===== src/hw/rtl/ecr_pkg.sv =====
package ecr_pkg;

    localparam int LETTERS         = 26;
    localparam int LETTER_W        = 5;
    localparam int KIND_W          = 3;
    localparam int SEL_W           = 3;
    localparam int CNT_W           = 4;
    localparam int DEF_MAX_ROTORS  = 8;

    typedef logic [LETTER_W-1:0] t_letter;

    // Item kinds
    typedef enum logic [KIND_W-1:0] {
        KIND_ENC    = 3'd0,
        KIND_WIRE   = 3'd1,
        KIND_NOTCH  = 3'd2,
        KIND_PLUG   = 3'd3,
        KIND_REFL   = 3'd4,
        KIND_OFFSET = 3'd5
    } t_kind;

    // Load operations on the rotor offset / notch file
    typedef enum logic [1:0] {
        RS_NONE,
        RS_OFFSET,
        RS_NOTCH
    } t_rs_op;

    typedef struct packed {
        t_rs_op           op;
        logic [SEL_W-1:0] sel;
        t_letter          pos;
        t_letter          val;
        logic             flag;
    } t_rs_load;

    // (a + b) mod 26 for letters
    function automatic t_letter letter_add(input t_letter a, input t_letter b);
        logic [LETTER_W:0] s;
        s = {1'b0, a} + {1'b0, b};
        if (s >= (LETTER_W+1)'(LETTERS)) begin
            s = s - (LETTER_W+1)'(LETTERS);
        end
        return s[LETTER_W-1:0];
    endfunction

    // (w - k) mod 26 for letters
    function automatic t_letter letter_sub(input t_letter w, input t_letter k);
        t_letter d;
        if (w >= k) begin
            d = w - k;
        end else begin
            d = w + LETTER_W'(LETTERS) - k;
        end
        return d;
    endfunction

    // Fold a 5-bit value into 0..25
    function automatic t_letter letter_mod(input t_letter p);
        t_letter m;
        if (p >= LETTER_W'(LETTERS)) begin
            m = p - LETTER_W'(LETTERS);
        end else begin
            m = p;
        end
        return m;
    endfunction

endpackage


===== src/hw/rtl/ecr_rotor_mem.sv =====
module ecr_rotor_mem import ecr_pkg::*; #(
    parameter int MAX_ROTORS = DEF_MAX_ROTORS,
    localparam int DEPTH     = MAX_ROTORS * LETTERS,
    localparam int AW        = $clog2(DEPTH)
) (
    input  logic          i_clk,
    input  logic          i_we,
    input  logic [AW-1:0] i_fwd_waddr,
    input  t_letter       i_fwd_wdata,
    input  logic [AW-1:0] i_rev_waddr,
    input  t_letter       i_rev_wdata,
    input  logic          i_re,
    input  logic [AW-1:0] i_raddr,
    output t_letter       o_fwd_rdata,
    output t_letter       o_rev_rdata
);

    t_letter r_fwd_mem [DEPTH];
    t_letter r_rev_mem [DEPTH];
    t_letter r_fwd_q;
    t_letter r_rev_q;

    // Forward wiring and its inverse share the read address; hold data when idle
    always_ff @(posedge i_clk) begin
        if (i_we) begin
            r_fwd_mem[i_fwd_waddr] <= i_fwd_wdata;
        end
        if (i_re) begin
            r_fwd_q <= r_fwd_mem[i_raddr];
        end
    end

    always_ff @(posedge i_clk) begin
        if (i_we) begin
            r_rev_mem[i_rev_waddr] <= i_rev_wdata;
        end
        if (i_re) begin
            r_rev_q <= r_rev_mem[i_raddr];
        end
    end

    assign o_fwd_rdata = r_fwd_q;
    assign o_rev_rdata = r_rev_q;

endmodule


===== src/hw/rtl/ecr_rotor_state.sv =====
module ecr_rotor_state import ecr_pkg::*; #(
    parameter int MAX_ROTORS = DEF_MAX_ROTORS,
    localparam int IDX_W     = (MAX_ROTORS > 1) ? $clog2(MAX_ROTORS) : 1
) (
    input  logic             i_clk,
    input  logic             i_rst_n,
    input  t_rs_load         i_load,
    input  logic             i_step_en,
    input  logic [IDX_W-1:0] i_step_idx,
    input  logic [IDX_W-1:0] i_rd_idx,
    output t_letter          o_offset,
    output logic             o_notch_hit
);

    t_letter           r_offset [MAX_ROTORS];
    logic [LETTERS-1:0] r_notch [MAX_ROTORS];

    logic [IDX_W-1:0] w_load_idx;
    assign w_load_idx = IDX_W'(i_load.sel);

    for (genvar g = 0; g < MAX_ROTORS; g++) begin : g_rotor
        always_ff @(posedge i_clk) begin
            if (!i_rst_n) begin
                r_offset[g] <= '0;
                r_notch[g]  <= '0;
            end else begin
                if (i_load.op == RS_OFFSET && w_load_idx == IDX_W'(g)) begin
                    r_offset[g] <= i_load.val;
                end
                if (i_load.op == RS_NOTCH && w_load_idx == IDX_W'(g)) begin
                    r_notch[g][i_load.pos] <= i_load.flag;
                end
                // advance one letter
                if (i_step_en && i_step_idx == IDX_W'(g)) begin
                    r_offset[g] <= letter_add(r_offset[g], LETTER_W'(1));
                end
            end
        end
    end

    assign o_offset    = r_offset[i_rd_idx];
    assign o_notch_hit = r_notch[i_rd_idx][o_offset];

endmodule


===== src/hw/rtl/enigma_rotor_cipher.sv =====
// Enigma-style rotor cipher on letters 0..25 (0 is A). Each input item is either a load or
// a letter to encipher (kind 0). Loads give no result: wiring loads write a rotor's forward
// entry and its inverse entry, notch loads set or clear one notch, plugboard and reflector
// loads write a letter pair, offset loads set a rotor's position. Out-of-range loads are
// dropped. An enciphered letter goes through the plugboard, steps rotor 0 and cascades the
// stepping through the notches, passes forward through the rotors in use, the reflector,
// back through the inverse wirings and the plugboard again. Both wirings live in a
// synchronous memory with a registered read; the pass reads one rotor per cycle, each read
// address depending on the letter that the previous read returned. With the rotors in use
// (rotor_count, 0 read as 1, clamped to MAX_ROTORS) a letter goes from acceptance to its
// result through the plugboard state, which also steps rotor 0, the notch cascade, the issue
// of the first rotor read and the forward and inverse reads. The input is ready again once
// the result is written, and one item is worked at a time. The result waits in an output
// register; loads are still taken while it waits, and a following letter stalls at its last
// step until the register is free. rotor_count must be written only while the block is idle;
// the block does not enforce this. Reset gives offsets of zero, no notches and an identity
// plugboard; rotor wirings and the reflector must be loaded before use.
module enigma_rotor_cipher import ecr_pkg::*; #(
    parameter int MAX_ROTORS = DEF_MAX_ROTORS
) (
    input  logic             i_clk,
    input  logic             i_rst_n,
    // configuration
    input  logic             i_cfg_we,
    input  logic [CNT_W-1:0] i_cfg_wdata,
    // input items
    input  logic             i_in_valid,
    output logic             o_in_ready,
    input  logic [2:0]       i_kind,
    input  logic [2:0]       i_rotor_sel,
    input  logic [4:0]       i_position,
    input  logic [4:0]       i_entry_value,
    input  logic             i_notch_flag,
    // result items
    output logic             o_out_valid,
    input  logic             i_out_ready,
    output logic [4:0]       o_cipher_letter
);

    localparam int IDX_W = (MAX_ROTORS > 1) ? $clog2(MAX_ROTORS) : 1;
    localparam int DEPTH = MAX_ROTORS * LETTERS;
    localparam int AW    = $clog2(DEPTH);

    typedef enum logic [2:0] {
        ST_IDLE,
        ST_PLUG,
        ST_CASC,
        ST_ISSUE,
        ST_PASS
    } t_state;

    typedef enum logic {
        DIR_FWD,
        DIR_REV
    } t_dir;

    t_state           r_state, n_state;
    t_letter          r_x, n_x;
    logic [IDX_W-1:0] r_j, n_j;
    t_letter          r_k, n_k;
    t_dir             r_dir, n_dir;
    logic             r_out_valid, n_out_valid;
    t_letter          r_out_letter, n_out_letter;
    logic [CNT_W-1:0] r_rotor_count;

    t_letter r_plug [LETTERS];
    t_letter r_refl [LETTERS];

    logic             w_in_acc;
    t_kind            w_kind;
    logic             w_sel_ok, w_pos_ok, w_val_ok;
    logic [IDX_W-1:0] w_last_idx;

    // rotor pass issue
    logic             w_iss;
    logic [IDX_W-1:0] w_iss_idx;
    t_letter          w_iss_x;
    t_dir             w_iss_dir;
    logic [IDX_W-1:0] w_rd_idx;
    t_letter          w_offset;
    logic             w_hit;
    logic             w_step_en;
    logic [IDX_W-1:0] w_step_idx;
    logic [AW-1:0]    w_raddr;
    t_letter          w_fwd_rdata, w_rev_rdata, w_rdata;
    t_letter          w_x_t;
    t_letter          w_plug_idx, w_plug_out;

    // loads
    t_rs_load         w_rs_load;
    logic             w_wire_we;
    logic             w_plug_we, w_refl_we;
    logic [AW-1:0]    w_fwd_waddr, w_rev_waddr;

    assign w_in_acc = i_in_valid && o_in_ready;
    assign w_kind   = t_kind'(i_kind);
    assign w_sel_ok = 32'(i_rotor_sel) < MAX_ROTORS;
    assign w_pos_ok = i_position < LETTER_W'(LETTERS);
    assign w_val_ok = i_entry_value < LETTER_W'(LETTERS);

    // rotors in use, as the index of the last one
    always_comb begin
        if (r_rotor_count == '0) begin
            w_last_idx = '0;
        end else if (32'(r_rotor_count) >= MAX_ROTORS) begin
            w_last_idx = IDX_W'(MAX_ROTORS - 1);
        end else begin
            w_last_idx = IDX_W'(r_rotor_count - CNT_W'(1));
        end
    end

    // Decode loads; they are only accepted in idle
    always_comb begin
        w_rs_load.op   = RS_NONE;
        w_rs_load.sel  = i_rotor_sel;
        w_rs_load.pos  = i_position;
        w_rs_load.val  = i_entry_value;
        w_rs_load.flag = i_notch_flag;
        w_wire_we      = 1'b0;
        w_plug_we      = 1'b0;
        w_refl_we      = 1'b0;
        if (w_in_acc) begin
            case (w_kind)
                KIND_WIRE: begin
                    w_wire_we = w_sel_ok && w_pos_ok && w_val_ok;
                end
                KIND_NOTCH: begin
                    if (w_sel_ok && w_pos_ok) begin
                        w_rs_load.op = RS_NOTCH;
                    end
                end
                KIND_PLUG: begin
                    w_plug_we = w_pos_ok && w_val_ok;
                end
                KIND_REFL: begin
                    w_refl_we = w_pos_ok && w_val_ok;
                end
                KIND_OFFSET: begin
                    if (w_sel_ok && w_val_ok) begin
                        w_rs_load.op = RS_OFFSET;
                    end
                end
                default: begin
                end
            endcase
        end
    end

    assign w_fwd_waddr = AW'(i_rotor_sel) * AW'(LETTERS) + AW'(i_position);
    assign w_rev_waddr = AW'(i_rotor_sel) * AW'(LETTERS) + AW'(i_entry_value);

    // Plugboard resets to identity; reflector is undefined until loaded
    always_ff @(posedge i_clk) begin
        if (!i_rst_n) begin
            for (int i = 0; i < LETTERS; i++) begin
                r_plug[i] <= LETTER_W'(i);
            end
        end else if (w_plug_we) begin
            r_plug[i_position]    <= i_entry_value;
            r_plug[i_entry_value] <= i_position;
        end
    end

    always_ff @(posedge i_clk) begin
        if (w_refl_we) begin
            r_refl[i_position]    <= i_entry_value;
            r_refl[i_entry_value] <= i_position;
        end
    end

    ecr_rotor_state #(
        .MAX_ROTORS (MAX_ROTORS)
    ) u_state (
        .i_clk       (i_clk),
        .i_rst_n     (i_rst_n),
        .i_load      (w_rs_load),
        .i_step_en   (w_step_en),
        .i_step_idx  (w_step_idx),
        .i_rd_idx    (w_rd_idx),
        .o_offset    (w_offset),
        .o_notch_hit (w_hit)
    );

    ecr_rotor_mem #(
        .MAX_ROTORS (MAX_ROTORS)
    ) u_mem (
        .i_clk       (i_clk),
        .i_we        (w_wire_we),
        .i_fwd_waddr (w_fwd_waddr),
        .i_fwd_wdata (i_entry_value),
        .i_rev_waddr (w_rev_waddr),
        .i_rev_wdata (i_position),
        .i_re        (w_iss),
        .i_raddr     (w_raddr),
        .o_fwd_rdata (w_fwd_rdata),
        .o_rev_rdata (w_rev_rdata)
    );

    // Letter leaving the rotor whose read just returned
    assign w_rdata    = (r_dir == DIR_REV) ? w_rev_rdata : w_fwd_rdata;
    assign w_x_t      = letter_sub(w_rdata, r_k);
    assign w_plug_idx = (r_state == ST_PLUG) ? letter_mod(r_x) : w_x_t;
    assign w_plug_out = r_plug[w_plug_idx];
    assign w_rd_idx   = (r_state == ST_CASC) ? r_j : w_iss_idx;
    assign w_raddr    = AW'(w_iss_idx) * AW'(LETTERS) + AW'(letter_add(w_iss_x, w_offset));

    always_comb begin
        n_state      = r_state;
        n_x          = r_x;
        n_j          = r_j;
        n_k          = r_k;
        n_dir        = r_dir;
        n_out_valid  = r_out_valid && !i_out_ready;
        n_out_letter = r_out_letter;
        w_iss        = 1'b0;
        w_iss_idx    = r_j;
        w_iss_x      = w_x_t;
        w_iss_dir    = r_dir;
        w_step_en    = 1'b0;
        w_step_idx   = '0;
        case (r_state)
            ST_IDLE: begin
                if (w_in_acc && w_kind == KIND_ENC) begin
                    n_x     = i_position;
                    n_state = ST_PLUG;
                end
            end
            ST_PLUG: begin
                // plugboard in, then step the fast rotor
                n_x       = w_plug_out;
                w_step_en = 1'b1;
                w_step_idx = '0;
                n_j       = '0;
                n_state   = (w_last_idx == '0) ? ST_ISSUE : ST_CASC;
            end
            ST_CASC: begin
                // rotor j sits on a notch: carry into rotor j+1
                w_step_en  = w_hit;
                w_step_idx = r_j + IDX_W'(1);
                if (r_j + IDX_W'(1) == w_last_idx) begin
                    n_state = ST_ISSUE;
                end else begin
                    n_j = r_j + IDX_W'(1);
                end
            end
            ST_ISSUE: begin
                w_iss     = 1'b1;
                w_iss_idx = '0;
                w_iss_x   = r_x;
                w_iss_dir = DIR_FWD;
                n_state   = ST_PASS;
            end
            ST_PASS: begin
                if (r_dir == DIR_FWD) begin
                    w_iss = 1'b1;
                    if (r_j == w_last_idx) begin
                        // turn around at the reflector
                        w_iss_idx = r_j;
                        w_iss_x   = r_refl[w_x_t];
                        w_iss_dir = DIR_REV;
                    end else begin
                        w_iss_idx = r_j + IDX_W'(1);
                        w_iss_dir = DIR_FWD;
                    end
                end else if (r_j != '0) begin
                    w_iss     = 1'b1;
                    w_iss_idx = r_j - IDX_W'(1);
                    w_iss_dir = DIR_REV;
                end else if (!r_out_valid || i_out_ready) begin
                    // plugboard out; hold here while the result register is full
                    n_out_valid  = 1'b1;
                    n_out_letter = w_plug_out;
                    n_state      = ST_IDLE;
                end
            end
            default: begin
                n_state = ST_IDLE;
            end
        endcase
        if (w_iss) begin
            n_j   = w_iss_idx;
            n_k   = w_offset;
            n_dir = w_iss_dir;
        end
    end

    always_ff @(posedge i_clk) begin
        if (!i_rst_n) begin
            r_state       <= ST_IDLE;
            r_out_valid   <= 1'b0;
            r_rotor_count <= CNT_W'(1);
            r_dir         <= DIR_FWD;
            r_j           <= '0;
        end else begin
            r_state     <= n_state;
            r_out_valid <= n_out_valid;
            r_dir       <= n_dir;
            r_j         <= n_j;
            if (i_cfg_we) begin
                r_rotor_count <= i_cfg_wdata;
            end
        end
        r_x          <= n_x;
        r_k          <= n_k;
        r_out_letter <= n_out_letter;
    end

    assign o_in_ready      = (r_state == ST_IDLE);
    assign o_out_valid     = r_out_valid;
    assign o_cipher_letter = r_out_letter;

`ifndef ASSERT_OFF
    // a result only appears at the end of the rotor pass
    a_result_from_pass: assert property (@(posedge i_clk) disable iff (!i_rst_n)
        $rose(o_out_valid) |-> $past(r_state) == ST_PASS)
        else $error("result raised outside the rotor pass");

    // an accepted letter always starts with the plugboard
    a_enc_starts: assert property (@(posedge i_clk) disable iff (!i_rst_n)
        (i_in_valid && o_in_ready && i_kind == KIND_ENC) |=> r_state == ST_PLUG)
        else $error("encipher item did not start");

    // the pass never walks past the last rotor in use
    a_rotor_bound: assert property (@(posedge i_clk) disable iff (!i_rst_n)
        (r_state == ST_PASS) |-> r_j <= w_last_idx)
        else $error("rotor index beyond rotors in use");

    // rotor offsets stay letters
    a_offset_letter: assert property (@(posedge i_clk) disable iff (!i_rst_n)
        (r_state == ST_PASS) |-> r_k < LETTER_W'(LETTERS))
        else $error("rotor offset out of range");
`endif

endmodule

===== config.mk =====
export PLATFORM = sky130hd
export DESIGN_NAME = enigma_rotor_cipher
export DESIGN_NICKNAME = d
export VERILOG_FILES = /design/src/hw/rtl/ecr_pkg.sv /design/src/hw/rtl/ecr_rotor_mem.sv /design/src/hw/rtl/ecr_rotor_state.sv /design/src/hw/rtl/enigma_rotor_cipher.sv
export SDC_FILE = /design/constraint.sdc
export NUM_CORES = 2
export LEC_CHECK = 0
export ABC_AREA = 1
export BUFFER_PORTS_ARGS = -buffer_cell sky130_fd_sc_hd__clkbuf_2
export CAP_MARGIN = 10
export CORE_AREA = 2 2 444 446
export CTS_BUF_LIST = sky130_fd_sc_hd__clkbuf_8 sky130_fd_sc_hd__clkbuf_16
export DETAILED_ROUTE_END_ITERATION = 6
export DIE_AREA = 0 0 446 448
export PLACE_DENSITY = 0.78
export SLEW_MARGIN = 15
export SYNTH_ARGS = -nofsm -noshare
export SYNTH_HDL_FRONTEND = slang
export SYNTH_SLANG_ARGS = --single-unit

===== constraint.sdc =====
create_clock -name i_clk -period 9.3 [get_ports i_clk]
set_input_delay 0.465 -clock i_clk [delete_from_list [all_inputs] [get_ports i_clk]]
set_output_delay 0.465 -clock i_clk [all_outputs]
set_load 0.02 [all_outputs]

# After elaboration in Yosys (flattened, before gate mapping)
# Memories as Yosys holds them, arrays and structs flattened. A register that Yosys moved wholly into a read port is not among the register bits.
# Cells that the tools add are included.
word_totals:
  ramBits: 2588
  word_cells: 755
  ff_bits: 27
  mem_count: 6
  in_bits: 26
classes:
  reduce_logical: 49
  mux: 387
  eq_ne: 33
  bitwise_logic: 225
  order_cmp: 17
  n_mul: 2
  n_addsub: 28
mem_list:
  columns: ["name", "depth", "width", "rd", "rd_ports_with_merged_regs", "wr", "line_no", "rtl"]
  rows:
  - ["u_mem.r_fwd_mem", 208, 5, 1, 1, 1, "ecr_rotor_mem.sv:18", "t_letter r_fwd_mem [DEPTH];"]
  - ["u_mem.r_rev_mem", 208, 5, 1, 1, 1, "ecr_rotor_mem.sv:19", "t_letter r_rev_mem [DEPTH];"]
  - ["u_state.r_notch", 8, 26, 1, 0, 8, "ecr_rotor_state.sv:16", "logic [LETTERS-1:0] r_notch [MAX_ROTORS];"]
  - ["r_plug", 26, 5, 1, 0, 26, "enigma_rotor_cipher.sv:66", "t_letter r_plug [LETTERS];"]
  - ["r_refl", 26, 5, 1, 0, 2, "enigma_rotor_cipher.sv:67", "t_letter r_refl [LETTERS];"]
  - ["u_state.r_offset", 8, 5, 9, 0, 8, "ecr_rotor_state.sv:15", "t_letter r_offset [MAX_ROTORS];"]
ops:
  columns: ["operator", "count"]
  rows:
  - ["2-to-1 mux 1 bit", 300]
  - ["2-to-1 mux 5 bit", 52]
  - ["OR 1 bit", 224]
  - ["2-to-1 mux 26 bit", 8]
  - ["greater-or-equal comparator 6 x 5 -> 1 bit (second input constant)", 9]
  - ["subtractor 5 bit (second input constant)", 10]
  - ["adder 5 x 1 -> 6 bit (second input constant)", 8]
  - ["2-to-1 mux 3 bit", 14]
  - ["== test 3 bit (second input constant)", 11]
  - ["logical AND 1 bit", 29]
  - ["adder 8 x 5 -> 8 bit", 3]
  - ["== test 3 x 2 -> 1 bit (second input constant)", 8]
  - ["case mux 5 bit (2 select lines)", 2]
  - ["zero test 3 bit", 5]
  - ["case mux 3 bit (5 select lines)", 1]
  - ["multiplier 3 x 4 -> 7 bit (second input constant)", 2]
  - ["== test 3 x 1 -> 1 bit (second input constant)", 4]
  - ["less-than comparator 5 x 6 -> 1 bit (second input constant)", 2]
  - ["case mux 3 bit (2 select lines)", 2]
  - ["less-than comparator 5 bit (second input constant)", 2]
  - ["OR reduction 5 bit", 2]
  - ["subtractor 5 bit", 2]
  - ["adder 5 x 5 -> 6 bit", 1]
  - ["== test 3 bit", 2]
  - ["26 further kinds", 38]

# Longest topological paths before layout
# An unclocked memory read counts as a cell.
logic_depth:
  ltp_word: 17
  depth_mapped: 45
  ltp_nobuf: 40

# Hierarchy
# From an unflattened synthesis, not the netlist that was laid out.
unflattened:
  cells_unflattened: 11518
  hier_area_um2: 119661.0
by_module_without_submodules:
  columns: ["mod", "instances", "area_each_um2", "seq_area_each_um2", "cells_per_inst"]
  rows:
  - ["ecr_rotor_mem", 1, 85879.9, 62760.2, 7285]
  - ["enigma_rotor_cipher", 1, 18494.0, 9399.0, 2167]
  - ["ecr_rotor_state", 1, 15287.2, 7447.1, 2066]

# Least setup slack after synthesis
# OpenSTA, ideal clock, no wires.
synth_path:
  path_type: "register -> register"
  from: "reg r_dir"
  to: "reg u_mem.r_fwd_q[2], in the netlist u_mem.o_fwd_rdata[2], read port of u_mem.r_fwd_mem, data pin"
  setup_time_ns: 0.259
  path_slack_ns: 1.992
  arrival_time_ns: 7.049
  t_required_ns: 9.041
  path_buffers: 6
  path_stages_with_launch: 39
  path_cell_list: "dfxtp_1 -> buf_4 -> inv_2 -> or2_2 -> o21ai_0 -> inv_1 -> ha_1 -> inv_1 -> ha_1 -> inv_1 -> fa_1 -> o21ai_1 -> inv_1 -> clkbuf_1 -> o311ai_0 -> o311ai_0 -> nand3_1 -> o2111ai_1 -> [3 not listed] -> xor2_1 -> inv_1 -> a21oi_1 -> nand2_1 -> nand2_1 -> xor2_1 -> ha_1 -> inv_1 -> fa_1 -> clkbuf_1 -> clkbuf_1 -> clkbuf_1 -> clkbuf_1 -> o221ai_1 -> a31oi_1 -> a21oi_1 -> o21ai_0 -> nand2_1"
synth_via:
  elab_chain_cells: 12
  elab_cells_between_ends: 22
  classes_between: "add/sub: 6; mul: 1; order compare: 2; mux: 11; memory: 2"
synth_lines:
  columns: ["item", "line_no", "rtl"]
  rows:
  - ["from (decl)", "enigma_rotor_cipher.sv:61", "t_dir r_dir, n_dir;"]
  - ["from (signal assigned)", "enigma_rotor_cipher.sv:297", "r_dir <= n_dir;"]
  - ["2-to-1 mux 5 bit", "enigma_rotor_cipher.sv:200", "assign w_rdata = (r_dir == DIR_REV) ? w_rev_rdata : w_fwd_rdata;"]
  - ["adder 5 bit", "ecr_pkg.sv:53", "d = w + LETTER_W'(LETTERS) - k;"]
  - ["subtractor 5 bit", "ecr_pkg.sv:53", null]
  - ["2-to-1 mux 5 bit", "ecr_pkg.sv:50", "if (w >= k) begin"]
  - ["memory read (26 x 5 bit)", null, null]
  - ["2-to-1 mux 5 bit", "enigma_rotor_cipher.sv:256", "if (r_j == w_last_idx) begin"]
  - ["2-to-1 mux 5 bit", "enigma_rotor_cipher.sv:254", "if (r_dir == DIR_FWD) begin"]
  - ["case mux 5 bit (2 select lines)", "enigma_rotor_cipher.sv:221", "case (r_state)"]
  - ["adder 5 x 5 -> 6 bit", "ecr_pkg.sv:40", "s = {1'b0, a} + {1'b0, b};"]
  - ["subtractor 5 bit / greater-or-equal comparator 6 x 5 -> 1 bit (equally long branches)", "ecr_pkg.sv:42, ecr_pkg.sv:41", null]
  - ["2-to-1 mux 5 bit", "ecr_pkg.sv:41", "if (s >= (LETTER_W+1)'(LETTERS)) begin"]
  - ["adder 8 x 5 -> 8 bit", "enigma_rotor_cipher.sv:205", "assign w_raddr = AW'(w_iss_idx) * AW'(LETTERS) + AW'(letter_add(w_iss_x, w_offset));"]
  - ["to (decl)", "ecr_rotor_mem.sv:20", "t_letter r_fwd_q;"]
# Several ways; a longest one is shown, not always the timed one.
# A chain may end at the register's enable or synchronous reset.

# Worst setup path in the final report
layout_path:
  from: "reg u_mem.r_rev_q[1], in the netlist u_mem.o_rev_rdata[1], read port of u_mem.r_rev_mem"
  to: "reg u_mem.r_rev_q[4], in the netlist u_mem.o_rev_rdata[4], read port of u_mem.r_rev_mem, data pin"
layout_via:
  elab_chain_cells: 12
  elab_cells_between_ends: 15
  classes_between: "add/sub: 6; order compare: 2; mux: 6; memory: 1"
layout_lines:
  columns: ["item", "line_no", "rtl"]
  rows:
  - ["from (decl)", "ecr_rotor_mem.sv:21", "t_letter r_rev_q;"]
  - ["2-to-1 mux 5 bit *", "enigma_rotor_cipher.sv:200", null]
  - ["adder 5 bit", "ecr_pkg.sv:53", null]
  - ["subtractor 5 bit", "ecr_pkg.sv:53", null]
  - ["2-to-1 mux 5 bit *", "ecr_pkg.sv:50", null]
  - ["memory read (26 x 5 bit)", null, null]
  - ["2-to-1 mux 5 bit", "enigma_rotor_cipher.sv:256", null]
  - ["2-to-1 mux 5 bit", "enigma_rotor_cipher.sv:254", null]
  - ["case mux 5 bit (2 select lines) *", "enigma_rotor_cipher.sv:221", null]
  - ["adder 5 x 5 -> 6 bit *", "ecr_pkg.sv:40", null]
  - ["subtractor 5 bit / greater-or-equal comparator 6 x 5 -> 1 bit (equally long branches)", "ecr_pkg.sv:42, ecr_pkg.sv:41", null]
  - ["2-to-1 mux 5 bit *", "ecr_pkg.sv:41", null]
  - ["adder 8 x 5 -> 8 bit *", "enigma_rotor_cipher.sv:205", null]
# Mark *: on every way between the ends. The rest lies on a longest branch, timed or not.

==> results.cfg <==
[placed_design]
place_inst = 12268
pre_cts_ws_ns = 0.141
routabilityCongestion = 0.951
dpl.hpwl_um = 188000
port-buffer-count = 32

[die]
die-area_um2 = 200000
die_h_um = 448
row_count = 162
die_w_um = 446
ios = 33
start_util_pct = 59.9
core_area_um2 = 195000

[yosys]
synth_cell_type_count = 54
yosys_warnings = 0
syn_area_um2 = 116000
synthArstFlopShare_pct = 0
ys.flop_type = edfxtp_1
ys_seq_area_share_pct = 68.3
syn_inst = 10332
ys_seq_elements = 2655
synth_edf_count = 2643
syn_area_per_cell_um2 = 11.3

[timing]
fin_setup_tns_ns = 0
worst_pin_slew_ns = 1.15
slew_viol_final = 0
setup_ws_ns = 0.317
finalHoldViolCount = 0
fin_crit_sh_pct = 96.6
finClkSkew_ns = 0.0653
relSlewSlack_pct = 23.4
finalSetupViolations = 0
fmax_mhz = 111
period_needed_ns = 8.98

[critical_path]
path_common_cell = inv_1
crit_required_ns = 9.98
max_stage_delay_ns = 0.92
critPathArrivalTime_ns = 9.66
worst_setup_path_start_kind = register
cp-end-kind = register
slowest_stage = fa_4
crit_type = register to register
critPathMaxFanout = 79

[global_routing]
busiest_layer = met2
grt_pass1_wl_um = 485000
antenna_found_initial = 11
grt_use_met2_pct = 49.3
grt_max_degree = 235
grt_util_all_layers_pct = 31.8
met1_usage_pct = 42.3
met3_usage_pct = 7.39
grt-ovfl-total = 0
grt_pass1_vias = 81092

[detailed_routing]
vias_per_cell = 6.68
wl_per_cell_um = 25.5
vias = 85268
first_iter_violations = 14089
routed_wirelength_um = 325000
antenna_left = 0
drcViolationCount = 13
dr.pass1.iters = 7

[layout]
nNetsFinal = 10124
fin_cells = 12761
drive_gt1_share_pct = 7.25
area_growth_pct = 9.43

[run]
max-cap-violations = 0

[status]
violations = design-rule violations
status = finished, violations left

[clocking]
cts_buffers = 280
clock_latency_ns = 0.91
clock_sinks = 2655
root_buffer = clkbuf_16
cts_buffer_depth = 4
h-tree-depth = 5
clk_pin_slew_ns = 0.06
cts_tree = done

[min_path]
hold_class = input pin to register
==> path summary, 6_finish.rpt <==
check / start / endpoint / slack, ns / depth (start not counted)
min: i_entry_value[3] / u_mem.r_fwd_mem[183][3] / 0.08 / 1
min reg2reg: r_rotor_count[1] / r_rotor_count[1] / 0.48 / 2
max reg2reg: u_mem.o_rev_rdata[1] / u_mem.o_rev_rdata[4] / 0.32 / 36
max: u_mem.o_rev_rdata[1] / u_mem.o_rev_rdata[4] / 0.32 / 36
==> layout by cell type, fill, tap and decap left out, drive strengths merged, types with 19 or more instances in the layout <==
cell type,instances
edfxtp,2643
nor2,2054
o21ai,1716
nand2,622
o22ai,606
inv,540
nand3,379
clkbuf,319
nor3,252
buf,175
o221ai,119
a21oi,108
clkinv,106
o211ai,95
ha,73
mux2,57
o32ai,47
xor2,43
conb,30
or2,29
nand4,27
o311ai,25
bufinv,25
a31oi,19
xnor2,19
==> sequential cells by signal (all words and copies together) (netlist names) <==
| register | cells |
|---|---|
| u_mem.o_rev_rdata | 5 |
| r_dir | 1 |
| o_out_valid | 1 |
| u_state.r_offset | 40 |
| u_state.r_notch | 208 |
| r_x | 5 |
| r_rotor_count | 4 |
| o_cipher_letter | 5 |
| u_mem.o_fwd_rdata | 5 |
| r_refl | 130 |
| u_mem.r_rev_mem | 1040 |
| r_k | 5 |
| r_plug | 160 |
| r_state | 3 |
| r_j | 3 |
| u_mem.r_fwd_mem | 1040 |
==> stage by stage <==
step	hold slack, ns	area [um^2]	utilization [%]
after detailed placement	0.472	119000	60.9
after global placement	0.462	119000	60.9
after global routing	0.0728	127000	65.5
after CTS	0.0522	127000	65.4
final	0.0818	127000	65.5
after floorplan	0.438	117000	-
==> cells in the mapped netlist, drive strengths merged (2+ instances only) <==
cell type     n  area (um^2)
edfxtp     2643        79400
nor2       2054         7730
o21ai      1716         8590
clkbuf      770         2890
nand2       622         2360
o22ai       606         3790
inv         480         1800
nand3       379         1940
nor3        252         1270
o221ai      119         1040
a21oi       108          563
o211ai       95          713
ha           73          913
buf          66          375
mux2         57          642
o32ai        47          412
xor2         43          377
or2          29          181
nand4        27          184
o311ai       25          219
a31oi        19          119
xnor2        19          166
o31ai        16          120
dfxtp        12          240
clkinv       11         41.3
fa            9          180
nand3b        6         45.0
a22oi         5         37.5
a221oi        3         26.3
nor4          3         18.8
o21bai        3         22.5
o32a          3         30.0
a211oi        2         15.0
mux2i         2         20.0
o21a          2         15.0
==> layer usage <==
metal  wire length (um)  share of wire (%)
met4              18700                5.8
met1             115000                 35
met5                 74              0.023
met3              43700                 13
met2             148000                 45
==> worst max-delay path: cells and delay by family, from the launching register on <==
kind                       cells  cell delay, ns
buffers and inverters          9            1.33
adders and majority gates      7            2.80
xor gates and xnor gates       2            0.45
and+or+nand+nor                7            1.01
AOI/OAI and AO/OA             11            2.55
DFF                            1            0.50
==> area by class of cell <==
class / instances / area, um^2
clock inverter: 190 / 1510
fill: 13728 / 67100
clock buffer: 290 / 7260
inverter: 491 / 1900
timing repair buffer: 209 / 1940
antenna: 5 / 12.5
tap: 2542 / 3180
multi-input combinational: 6379 / 32100
sequential: 2655 / 79600
==> repair_timing <==
item                                    4_1_cts  5_1_grt
endpoints found under the setup margin        0       10
endpoints found under the hold margin         4        0
hold buffers                                  5        0
gates resized for setup                       0       20
setup buffers                                 0        2
==> kinds of logic after synthesis <==
family	share of synthesized area (%)
compound gates	13.5
xor+xnor	0.466
fa+ha+maj	0.939
buf+inv	4.39
flops	68.3
mux	0.568
other cells	0.00322
simple gates	11.8
Power is left out: the tool's default activity adds up to more than one toggle a clock period on the data nets, which glitch-free logic cannot reach.
